[config.mk]
export PLATFORM = sky130hd
export DESIGN_NAME = mandelbrot_escape_time_core_flat
export DESIGN_NICKNAME = d
export VERILOG_FILES = /design/src/hdl/mbe_pkg.sv /design/src/hdl/mbe_if.sv /design/src/hdl/mbe_mul.sv /design/src/hdl/mbe_iter.sv /design/src/hdl/mandelbrot_escape_time_core.sv /design/src/flat_wrapper.sv
export SDC_FILE = /design/constraint.sdc
export NUM_CORES = 2
export LEC_CHECK = 0
export ABC_AREA = 1
export BUFFER_PORTS_ARGS = -buffer_cell sky130_fd_sc_hd__buf_4
export CORE_ASPECT_RATIO = 1.1
export CORE_MARGIN = 1
export CORE_UTILIZATION = 27
export CTS_CLUSTER_DIAMETER = 40
export CTS_CLUSTER_SIZE = 25
export DETAILED_ROUTE_END_ITERATION = 12
export PLACE_DENSITY = 0.52
export SYNTH_ARGS = -nofsm -noshare
export SYNTH_HDL_FRONTEND = slang
export SYNTH_SLANG_ARGS = --single-unit
[constraint.sdc]
create_clock -name i_clk -period 13 [get_ports i_clk]
set_clock_uncertainty 0.1 [all_clocks]
set_input_delay 1.95 -clock i_clk [delete_from_list [all_inputs] [get_ports i_clk]]
set_output_delay 1.95 -clock i_clk [all_outputs]
set_load 0.01 [all_outputs]
[src/hdl/mbe_pkg.sv]
// shared types and constants for the mandelbrot escape-time core
// no dependencies
`timescale 1ns / 1ps

package mbe_pkg;

    // fixed widths of the external fields
    localparam int IN_W      = 32;   // c_real / c_imag width
    localparam int IN_FRAC   = 28;   // fraction bits of the incoming points
    localparam int CFG_W     = 12;   // max_iterations register width
    localparam int CNT_OUT_W = 12;   // iteration_count width

    // shared multiplier consumes the second operand in chunks of this width
    localparam int MUL_CHUNK = 32;

    // escape threshold is 4 = 2^ESC_LOG2 in magnitude squared
    localparam int ESC_LOG2 = 2;

    localparam logic [CFG_W-1:0] RESET_ITERATIONS = CFG_W'(550);

    // control from the top level into the iteration engine
    typedef struct packed {
        logic start;   // point transaction accepted
        logic take;    // finished result moved to the output register
    } t_iter_ctl;

    // status from the iteration engine back to the top level
    typedef struct packed {
        logic idle;        // ready for a new point
        logic res_valid;   // result waiting to be taken
    } t_iter_stat;

    // one finished result
    typedef struct packed {
        logic [CNT_OUT_W-1:0] count;
        logic                 escaped;
    } t_iter_res;

endpackage

[src/hdl/mbe_if.sv]
// channel interfaces: point input, result output and configuration write
// depends on nothing; widths match the fields of mbe_pkg
`timescale 1ns / 1ps

interface mbe_point_if;
    logic               valid;
    logic               ready;
    logic signed [31:0] c_real;
    logic signed [31:0] c_imag;

    modport source (output valid, output c_real, output c_imag, input ready);
    modport sink   (input valid, input c_real, input c_imag, output ready);
endinterface

interface mbe_result_if;
    logic        valid;
    logic        ready;
    logic [11:0] iteration_count;
    logic        escaped;

    modport source (output valid, output iteration_count, output escaped, input ready);
    modport sink   (input valid, input iteration_count, input escaped, output ready);
endinterface

interface mbe_cfg_if;
    logic        valid;
    logic        ready;
    logic [11:0] data;

    modport source (output valid, output data, input ready);
    modport sink   (input valid, input data, output ready);
endinterface

[src/hdl/mbe_mul.sv]
// shared unsigned multiplier, second operand taken one chunk per cycle while i_go is high
// depends on mbe_pkg
`timescale 1ns / 1ps

module mbe_mul #(
    parameter int MAG_W = 32
) (
    input  logic                 i_clk,
    input  logic                 i_rst_n,
    input  logic                 i_go,
    input  logic [MAG_W-1:0]     i_a,
    input  logic [MAG_W-1:0]     i_b,
    output logic                 o_done,
    output logic [2*MAG_W-1:0]   o_prod
);
    import mbe_pkg::*;

    localparam int NCH   = (MAG_W + MUL_CHUNK - 1) / MUL_CHUNK;
    localparam int KW    = (NCH > 1) ? $clog2(NCH) : 1;
    localparam int BX_W  = NCH * MUL_CHUNK;
    localparam int ACC_W = MAG_W + BX_W;
    localparam int PP_W  = MAG_W + MUL_CHUNK;

    logic [KW-1:0]        r_k;
    logic [ACC_W-1:0]     r_acc;
    logic [BX_W-1:0]      w_bx;
    logic [MUL_CHUNK-1:0] w_chunk;
    logic [PP_W-1:0]      w_pp;
    logic [ACC_W-1:0]     w_sum;
    logic                 w_last;

    assign w_bx    = BX_W'(i_b);
    assign w_chunk = w_bx[r_k*MUL_CHUNK +: MUL_CHUNK];
    assign w_pp    = PP_W'(i_a) * PP_W'(w_chunk);
    assign w_last  = (r_k == KW'(NCH - 1));

    // first chunk starts from zero
    assign w_sum = ((r_k == '0) ? '0 : r_acc) + (ACC_W'(w_pp) << (MUL_CHUNK * r_k));

    assign o_done = i_go && w_last;
    assign o_prod = w_sum[2*MAG_W-1:0];

    always_ff @(posedge i_clk) begin
        if (!i_rst_n) begin
            r_k <= '0;
        end else if (i_go) begin
            r_k <= w_last ? '0 : r_k + KW'(1);
        end
    end

    always_ff @(posedge i_clk) begin
        if (i_go) begin
            r_acc <= w_sum;
        end
    end

endmodule

[src/hdl/mbe_iter.sv]
// iteration engine: sequencer, z registers and escape test around one multiplier
// depends on mbe_pkg and mbe_mul
`timescale 1ns / 1ps

module mbe_iter #(
    parameter int FRAC_BITS   = 28,
    parameter int COUNT_WIDTH = 12
) (
    input  logic                               i_clk,
    input  logic                               i_rst_n,
    input  mbe_pkg::t_iter_ctl                 i_ctl,
    input  logic signed [mbe_pkg::IN_W-1:0]    i_c_real,
    input  logic signed [mbe_pkg::IN_W-1:0]    i_c_imag,
    input  logic [COUNT_WIDTH-1:0]             i_limit,
    output mbe_pkg::t_iter_stat                o_stat,
    output mbe_pkg::t_iter_res                 o_res
);
    import mbe_pkg::*;

    localparam int Z_W    = FRAC_BITS + 5;        // signed z, |z| < 16
    localparam int MAG_W  = FRAC_BITS + 4;        // magnitude of z
    localparam int P_W    = 2 * MAG_W;            // one square
    localparam int UP     = (FRAC_BITS >= IN_FRAC) ? FRAC_BITS - IN_FRAC : 0;
    localparam int DN     = (FRAC_BITS <  IN_FRAC) ? IN_FRAC - FRAC_BITS : 0;
    localparam int EXT_W  = IN_W + UP;
    localparam logic [P_W:0] THRESH = (P_W + 1)'(1) << (2 * FRAC_BITS + ESC_LOG2);

    localparam logic [2:0] S_IDLE = 3'd0;
    localparam logic [2:0] S_MXX  = 3'd1;
    localparam logic [2:0] S_MYY  = 3'd2;
    localparam logic [2:0] S_MXY  = 3'd3;
    localparam logic [2:0] S_EVAL = 3'd4;
    localparam logic [2:0] S_DONE = 3'd5;

    logic [2:0]              r_state, n_state;
    logic [COUNT_WIDTH-1:0]  r_iter, n_iter;
    logic [COUNT_WIDTH-1:0]  r_limit, n_limit;
    logic signed [Z_W-1:0]   r_zx, n_zx, r_zy, n_zy;
    logic signed [Z_W-1:0]   r_cx, n_cx, r_cy, n_cy;
    logic [P_W-1:0]          r_sqx, n_sqx, r_sqy, n_sqy, r_xy, n_xy;
    logic [CNT_OUT_W-1:0]    r_count, n_count;
    logic                    r_esc, n_esc;

    logic signed [EXT_W-1:0] w_cx_ext, w_cy_ext;
    logic [MAG_W-1:0]        w_ax, w_ay, w_ma, w_mb;
    logic                    w_go, w_done;
    logic [P_W-1:0]          w_prod;
    logic [P_W:0]            w_mag2;
    logic signed [P_W:0]     w_diff;
    logic signed [P_W+1:0]   w_cross;
    logic                    w_escape;

    // input scaling to FRAC_BITS fraction bits, right shift floors
    assign w_cx_ext = (EXT_W'(i_c_real) <<< UP) >>> DN;
    assign w_cy_ext = (EXT_W'(i_c_imag) <<< UP) >>> DN;

    assign w_ax = r_zx[Z_W-1] ? MAG_W'(-r_zx) : MAG_W'(r_zx);
    assign w_ay = r_zy[Z_W-1] ? MAG_W'(-r_zy) : MAG_W'(r_zy);

    // operand select for the shared multiplier
    always_comb begin
        unique case (r_state)
            S_MXX:   begin w_ma = w_ax; w_mb = w_ax; end
            S_MYY:   begin w_ma = w_ay; w_mb = w_ay; end
            default: begin w_ma = w_ax; w_mb = w_ay; end
        endcase
    end

    assign w_go = (r_state == S_MXX) || (r_state == S_MYY) || (r_state == S_MXY);

    mbe_mul #(
        .MAG_W (MAG_W)
    ) u_mul (
        .i_clk   (i_clk),
        .i_rst_n (i_rst_n),
        .i_go    (w_go),
        .i_a     (w_ma),
        .i_b     (w_mb),
        .o_done  (w_done),
        .o_prod  (w_prod)
    );

    // squares of the current z double as the escape test of the last update
    assign w_mag2   = (P_W + 1)'(r_sqx) + (P_W + 1)'(r_sqy);
    assign w_escape = (r_iter != '0) && (w_mag2 > THRESH);
    assign w_diff   = $signed({1'b0, r_sqx}) - $signed({1'b0, r_sqy});
    assign w_cross  = (r_zx[Z_W-1] ^ r_zy[Z_W-1]) ? -$signed({1'b0, r_xy, 1'b0})
                                                  :  $signed({1'b0, r_xy, 1'b0});

    always_comb begin
        n_state = r_state;
        n_iter  = r_iter;
        n_limit = r_limit;
        n_zx    = r_zx;
        n_zy    = r_zy;
        n_cx    = r_cx;
        n_cy    = r_cy;
        n_sqx   = r_sqx;
        n_sqy   = r_sqy;
        n_xy    = r_xy;
        n_count = r_count;
        n_esc   = r_esc;
        unique case (r_state)
            S_IDLE: begin
                if (i_ctl.start) begin
                    n_cx    = Z_W'(w_cx_ext);
                    n_cy    = Z_W'(w_cy_ext);
                    n_zx    = '0;
                    n_zy    = '0;
                    n_iter  = '0;
                    n_limit = i_limit;
                    n_state = S_MXX;
                end
            end
            S_MXX: begin
                if (w_done) begin
                    n_sqx   = w_prod;
                    n_state = S_MYY;
                end
            end
            S_MYY: begin
                if (w_done) begin
                    n_sqy   = w_prod;
                    n_state = S_MXY;
                end
            end
            S_MXY: begin
                if (w_done) begin
                    n_xy    = w_prod;
                    n_state = S_EVAL;
                end
            end
            S_EVAL: begin
                priority if (w_escape) begin
                    n_count = CNT_OUT_W'(r_iter - COUNT_WIDTH'(1));
                    n_esc   = 1'b1;
                    n_state = S_DONE;
                end else if (r_iter == r_limit) begin
                    n_count = '0;
                    n_esc   = 1'b0;
                    n_state = S_DONE;
                end else begin
                    n_zx    = Z_W'(w_diff >>> FRAC_BITS) + r_cx;
                    n_zy    = Z_W'(w_cross >>> FRAC_BITS) + r_cy;
                    n_iter  = r_iter + COUNT_WIDTH'(1);
                    n_state = S_MXX;
                end
            end
            S_DONE: begin
                if (i_ctl.take) begin
                    n_state = S_IDLE;
                end
            end
            default: n_state = S_IDLE;
        endcase
    end

    always_ff @(posedge i_clk) begin
        if (!i_rst_n) begin
            r_state <= S_IDLE;
        end else begin
            r_state <= n_state;
        end
    end

    always_ff @(posedge i_clk) begin
        r_iter  <= n_iter;
        r_limit <= n_limit;
        r_zx    <= n_zx;
        r_zy    <= n_zy;
        r_cx    <= n_cx;
        r_cy    <= n_cy;
        r_sqx   <= n_sqx;
        r_sqy   <= n_sqy;
        r_xy    <= n_xy;
        r_count <= n_count;
        r_esc   <= n_esc;
    end

    assign o_stat.idle      = (r_state == S_IDLE);
    assign o_stat.res_valid = (r_state == S_DONE);
    assign o_res.count      = r_count;
    assign o_res.escaped    = r_esc;

endmodule

[src/hdl/mandelbrot_escape_time_core.sv]
// mandelbrot escape-time core: config register, point intake, result register
// depends on mbe_pkg, mbe_if, mbe_iter (which holds mbe_mul)
// throughput: one point at a time, set by the single shared multiplier that forms
//   zx*zx, zy*zy and zx*zy in turn each iteration; engine ready for the next point the cycle after hand-off
// reset: synchronous active-low, engine idle, output empty, max_iterations back to 550
`timescale 1ns / 1ps

module mandelbrot_escape_time_core #(
    parameter int FRAC_BITS   = 28,
    parameter int COUNT_WIDTH = 12
) (
    input  logic          i_clk,
    input  logic          i_rst_n,
    mbe_cfg_if.sink       i_cfg,
    mbe_point_if.sink     i_point,
    mbe_result_if.source  o_result
);
    import mbe_pkg::*;

    // only the low COUNT_WIDTH bits of the limit take part
    localparam int LIM_W = (COUNT_WIDTH < CFG_W) ? COUNT_WIDTH : CFG_W;

    logic [CFG_W-1:0]       r_max_iter;
    logic [COUNT_WIDTH-1:0] w_limit;

    logic                   r_out_valid;
    logic [CNT_OUT_W-1:0]   r_out_count;
    logic                   r_out_esc;

    t_iter_ctl              w_ctl;
    t_iter_stat             w_stat;
    t_iter_res              w_res;
    logic                   w_take;

    // configuration: always ready, the engine latches the limit when a point starts
    assign i_cfg.ready = 1'b1;

    always_ff @(posedge i_clk) begin
        if (!i_rst_n) begin
            r_max_iter <= RESET_ITERATIONS;
        end else if (i_cfg.valid) begin
            r_max_iter <= i_cfg.data;
        end
    end

    assign w_limit = COUNT_WIDTH'(r_max_iter[LIM_W-1:0]);

    // point intake: a transaction starts the engine when it is idle
    assign i_point.ready = w_stat.idle;

    // result hand-off into the output register when it is empty or draining
    assign w_take    = w_stat.res_valid && (!r_out_valid || o_result.ready);
    assign w_ctl.start = i_point.valid && w_stat.idle;
    assign w_ctl.take  = w_take;

    mbe_iter #(
        .FRAC_BITS   (FRAC_BITS),
        .COUNT_WIDTH (COUNT_WIDTH)
    ) u_iter (
        .i_clk    (i_clk),
        .i_rst_n  (i_rst_n),
        .i_ctl    (w_ctl),
        .i_c_real (i_point.c_real),
        .i_c_imag (i_point.c_imag),
        .i_limit  (w_limit),
        .o_stat   (w_stat),
        .o_res    (w_res)
    );

    // output register parts the engine from the downstream stall
    always_ff @(posedge i_clk) begin
        if (!i_rst_n) begin
            r_out_valid <= 1'b0;
        end else if (w_take) begin
            r_out_valid <= 1'b1;
        end else if (o_result.ready) begin
            r_out_valid <= 1'b0;
        end
    end

    always_ff @(posedge i_clk) begin
        if (w_take) begin
            r_out_count <= w_res.count;
            r_out_esc   <= w_res.escaped;
        end
    end

    assign o_result.valid           = r_out_valid;
    assign o_result.iteration_count = r_out_count;
    assign o_result.escaped         = r_out_esc;

    // a started point keeps the engine busy on the next cycle
    a_busy_after_start: assert property (@(posedge i_clk) disable iff (!i_rst_n)
        i_point.valid && i_point.ready |=> !i_point.ready)
        else $error("engine ready right after taking a point");

    // a point that stays inside reports a zero count
    a_inside_zero: assert property (@(posedge i_clk) disable iff (!i_rst_n)
        o_result.valid && !o_result.escaped |-> o_result.iteration_count == '0)
        else $error("nonzero count on a non-escaped result");

    // a finished result waits in the engine until the output register takes it
    a_result_held: assert property (@(posedge i_clk) disable iff (!i_rst_n)
        w_stat.res_valid && !w_take |=> w_stat.res_valid)
        else $error("finished result dropped before hand-off");

endmodule
[src/flat_wrapper.sv]
// flat-port wrapper written by rule: the top's interface ports become plain ports
module mandelbrot_escape_time_core_flat import mbe_pkg::*;
#(
    parameter int FRAC_BITS   = 28,
    parameter int COUNT_WIDTH = 12
)
  (i_clk, i_rst_n, i_cfg_valid, i_cfg_data, i_cfg_ready, i_point_valid, i_point_c_real, i_point_c_imag, i_point_ready, o_result_valid, o_result_iteration_count, o_result_escaped, o_result_ready);
  mbe_cfg_if i_cfg_i ();
  mbe_point_if i_point_i ();
  mbe_result_if o_result_i ();
  input  logic i_clk;
  input  logic i_rst_n;
  input wire logic [$bits(i_cfg_i.valid)-1:0] i_cfg_valid;
  input wire logic [$bits(i_cfg_i.data)-1:0] i_cfg_data;
  output wire logic [$bits(i_cfg_i.ready)-1:0] i_cfg_ready;
  input wire logic [$bits(i_point_i.valid)-1:0] i_point_valid;
  input wire logic [$bits(i_point_i.c_real)-1:0] i_point_c_real;
  input wire logic [$bits(i_point_i.c_imag)-1:0] i_point_c_imag;
  output wire logic [$bits(i_point_i.ready)-1:0] i_point_ready;
  output wire logic [$bits(o_result_i.valid)-1:0] o_result_valid;
  output wire logic [$bits(o_result_i.iteration_count)-1:0] o_result_iteration_count;
  output wire logic [$bits(o_result_i.escaped)-1:0] o_result_escaped;
  input wire logic [$bits(o_result_i.ready)-1:0] o_result_ready;
  assign i_cfg_i.valid = i_cfg_valid;
  assign i_cfg_i.data = i_cfg_data;
  assign i_cfg_ready = i_cfg_i.ready;
  assign i_point_i.valid = i_point_valid;
  assign i_point_i.c_real = i_point_c_real;
  assign i_point_i.c_imag = i_point_c_imag;
  assign i_point_ready = i_point_i.ready;
  assign o_result_valid = o_result_i.valid;
  assign o_result_iteration_count = o_result_i.iteration_count;
  assign o_result_escaped = o_result_i.escaped;
  assign o_result_i.ready = o_result_ready;
  mandelbrot_escape_time_core #(.FRAC_BITS(FRAC_BITS), .COUNT_WIDTH(COUNT_WIDTH)) u_core (.i_clk(i_clk), .i_rst_n(i_rst_n), .i_cfg(i_cfg_i), .i_point(i_point_i), .o_result(o_result_i));
endmodule
==> impl_metrics.env <==
export IMPL_routed_wl_met3_mm=12.7
export IMPL_hold_viol=0
export IMPL_synth_top_family_by_area="adder cells"
export IMPL_cts_hold_fix_buffers=0
export IMPL_synth_area_mux_share_pct=0
export IMPL_cp_endpoint="u_core.u_iter.r_xy[58]"
export IMPL_drt_met1_wl_mm=94.6
export IMPL_cts_tree="yes"
export IMPL_final_cell_mix="inv_1, nand2_1, nor2_1, fa_1, ha_1"
export IMPL_netlist_top_cell_by_area="fa_1"
export IMPL_dieArea_um2=229000
export IMPL_port_buffers=95
export IMPL_htreeDepth=2
export IMPL_final_layout_size_suffix_gt1_share_pct=5.28
export IMPL_vias_per_cell=4.85
export IMPL_cp_max_fo=22
export IMPL_place_congestion=0.975
export IMPL_antenna_found_initial=4
export IMPL_r2r_start="u_core.u_iter.r_zy[0]"
export IMPL_ys_flop_type="edfxtp_1"
export IMPL_critPathBufInv=8
export IMPL_diodes=0
export IMPL_final_area_um2=67500
export IMPL_synthToLayoutAreaGrowth_pct=10.4
export IMPL_grt_use_total_pct=20.8
export IMPL_end_kind="flop"
export IMPL_final_max_slew_viol_count=0
export IMPL_synth_compound_area_share_pct=8.05
export IMPL_hold_class="flop to flop"
export IMPL_post_dp_hpwl_mm=198
export IMPL_nFillCells=24100
export IMPL_postSynthAreaPerCell_um2=7.93
export IMPL_crit_family="adder cells"
export IMPL_maxCapViolations=0
export IMPL_crit_start="u_core.u_iter.r_zy[0]"
export IMPL_worst_setup_path_start_kind="flop"
export IMPL_mappedNetlistNets=9150
export IMPL_synth_edff_count=368
export IMPL_drt_iter0_drc=4227
export IMPL_die_h_um=501
export IMPL_postCtsSetupBuffers=0
export IMPL_rrSetupSlack_ns=1.33
export IMPL_nets=9171
export IMPL_max_slew_worst_pin_slew_ns=1.26
export IMPL_totalWireLength_mm=241
export IMPL_synth_simple_area_share_pct=19.2
export IMPL_yosysUniqueCellTypes=63
export IMPL_cts_buffers=55
export IMPL_period_share_pct=89.8
export IMPL_cp_data_required_time_ns=13.28
export IMPL_run_status="complete, no violations"
export IMPL_vias=52000
export IMPL_timing_fmax_mhz=85.7
export IMPL_critical_path_class="flop to flop"
export IMPL_clk_latency_ns=0.67
export IMPL_synth_seq_cells=384
export IMPL_reg2reg_depth=39
export IMPL_cp_slowest_cell="o311ai_0"
export IMPL_finalSetupTns_ns=0
export IMPL_io_pins=97
export IMPL_yosys_warnings=0
export IMPL_synth_cells=7714
export IMPL_grt_pass1_vias=54000
export IMPL_grt_pass1_wl_mm=352
export IMPL_clkTransAtPathRegs_ns=0.07
export IMPL_cts_resized_gates=0
export IMPL_worstPathArrival_ns=11.96
export IMPL_crit_path_max_incr_delay_ns=0.85
export IMPL_rsz0062_at_grt="false"
export IMPL_ctsRootBufferMaster="clkbuf_16"
export IMPL_syn_area_um2=61200
export IMPL_die_width_um=456
export IMPL_placed_cell_area_um2=65500
export IMPL_period_needed_ns=11.67
export IMPL_clkSinkCount=384
export IMPL_start_util_pct=27.3
export IMPL_synth_top_area_share_pct=29.4
export IMPL_firstDrtPassIters=6
export IMPL_r2r_end="u_core.u_iter.r_xy[58]"
export IMPL_avgRoutedWirePerCell_um=22.5
export IMPL_grt_start_max_net_pins=92
export IMPL_coreArea_um2=224000
export IMPL_relSlewSlack_pct=15.5
export IMPL_setup_violations=0
export IMPL_grt_overflow=0
export IMPL_yosys_area_share_adder_pct=38.7
export IMPL_synth_async_reset_ratio_pct=0
export IMPL_ant_nets=0
export IMPL_cts_buffer_depth=3
export IMPL_synth_xor_area_share_pct=3.05
export IMPL_cp_depth=39
export IMPL_met2_wirelength_mm=119
export IMPL_drcViolationCount=0
export IMPL_synth_area_leaders="fa_1, edfxtp_1, inv_1, nand2_1, ha_1"
export IMPL_rows=182
export IMPL_highest_layer="met4"
export IMPL_layout_commonest_cell="inv_1"
export IMPL_seq_area_frac_synth_pct=18.6
==> cell type report <==
| class | instances | area (um2) | area share [%] |
|---|---|---|---|
| clock buffers | 57 | 1380 | 2.05 |
| clock inverters | 47 | 631 | 0.934 |
| inverters | 1743 | 6550 | 9.69 |
| multi-input cells | 5347 | 42400 | 62.7 |
| flip-flops and latches | 384 | 11400 | 16.8 |
| well taps | 2944 | 3680 | 5.45 |
| repair buffers | 204 | 1560 | 2.30 |
==> cell families after synthesis <==
logic type	Yosys count
simple gates	2901
compound gates	877
other cells	1
fa+ha+maj	1355
xor+xnor	213
flops	384
buf+inv	1983
==> stage by stage <==
stage               util [%]  cells  worst slack, ns  hold WS [ns]
CTS                     30.1  10700             1.41         0.322
detailed placement      29.2  10600             1.50         0.306
finish                  30.1  10700             1.33         0.320
floorplan                  -   7714             1.70         0.300
global placement        29.2  10600             1.43         0.303
global route            30.1  10700            0.761         0.329
==> how the worst min path moves through the flow <==
| stage | to | from | cells past startpoint |
|---|---|---|---|
| 6_report | u_core.o_result.iteration_count[3] | u_core.u_iter.r_count[3] | 0 |
| 5_1_grt | u_core.o_result.iteration_count[9] | u_core.u_iter.r_count[9] | 0 |
| 4_1_cts | u_core.o_result.iteration_count[3] | u_core.u_iter.r_count[3] | 0 |
| 3_5_place_dp | u_core.o_result.iteration_count[3] | u_core.u_iter.r_count[3] | 0 |
| 3_3_place_gp | u_core.o_result.iteration_count[10] | u_core.u_iter.r_count[10] | 0 |
| 2_1_floorplan | u_core.o_result.escaped | u_core.u_iter.r_esc | 0 |
==> cell usage after synthesis (4+ instances only) <==
cell type	n
a211oi_1	8
a21boi_0	17
a21boi_1	6
a21o_1	17
a21oi_1	413
a31oi_1	68
buf_2	44
buf_4	6
buf_6	7
clkbuf_1	180
clkinv_1	13
dfxtp_1	16
edfxtp_1	368
fa_1	899
ha_1	456
inv_1	1717
inv_2	12
nand2_1	1532
nand2_2	7
nand3_1	163
nand3_2	4
nand4_1	65
nor2_1	986
nor2_4	10
nor3_1	52
nor3_2	8
nor3b_1	5
nor4_1	24
o2111ai_1	4
o211ai_1	6
o21a_1	42
o21ai_0	200
o21ai_1	38
o21ai_2	4
o21bai_1	21
o221ai_1	6
o31ai_1	11
or2_2	25
xnor2_1	58
xor2_1	155
==> worst register-to-register path, delay by kind of cell, from the launching register on <==
kind,cells,cell delay [ns]
compound gates,3,1.17
fa+ha+maj,9,4.84
buf+inv,8,1.47
flops,1,0.40
simple gates,17,2.69
xor+xnor,2,0.72
==> flip-flops by register name, indices dropped and copies added, names as in the netlist <==
| signal | count |
|---|---|
| u_core.u_iter.r_iter | 12 |
| u_core.u_iter.r_zy | 33 |
| u_core.u_iter.r_esc | 1 |
| u_core.r_max_iter | 12 |
| u_core.o_result.iteration_count | 12 |
| u_core.o_result.valid | 1 |
| u_core.u_iter.r_count | 12 |
| u_core.u_iter.r_limit | 12 |
| u_core.u_iter.r_sqy | 64 |
| u_core.u_iter.r_zx | 33 |
| u_core.u_iter.r_cx | 32 |
| u_core.u_iter.r_xy | 60 |
| u_core.u_iter.r_state | 3 |
| u_core.o_result.escaped | 1 |
| u_core.u_iter.r_cy | 32 |
| u_core.u_iter.r_sqx | 64 |
==> layer usage <==
metal / vias to the layer above / global-route usage [%]
met4: 0 / 11.0
li1: 23600 / -
met2: 1825 / 36.9
met3: 487 / 1.94
met1: 26100 / 25.0
met5: - / 0
Power is not shown: default switching activity piles up to over one toggle a cycle in this logic, so the estimate is an artifact.
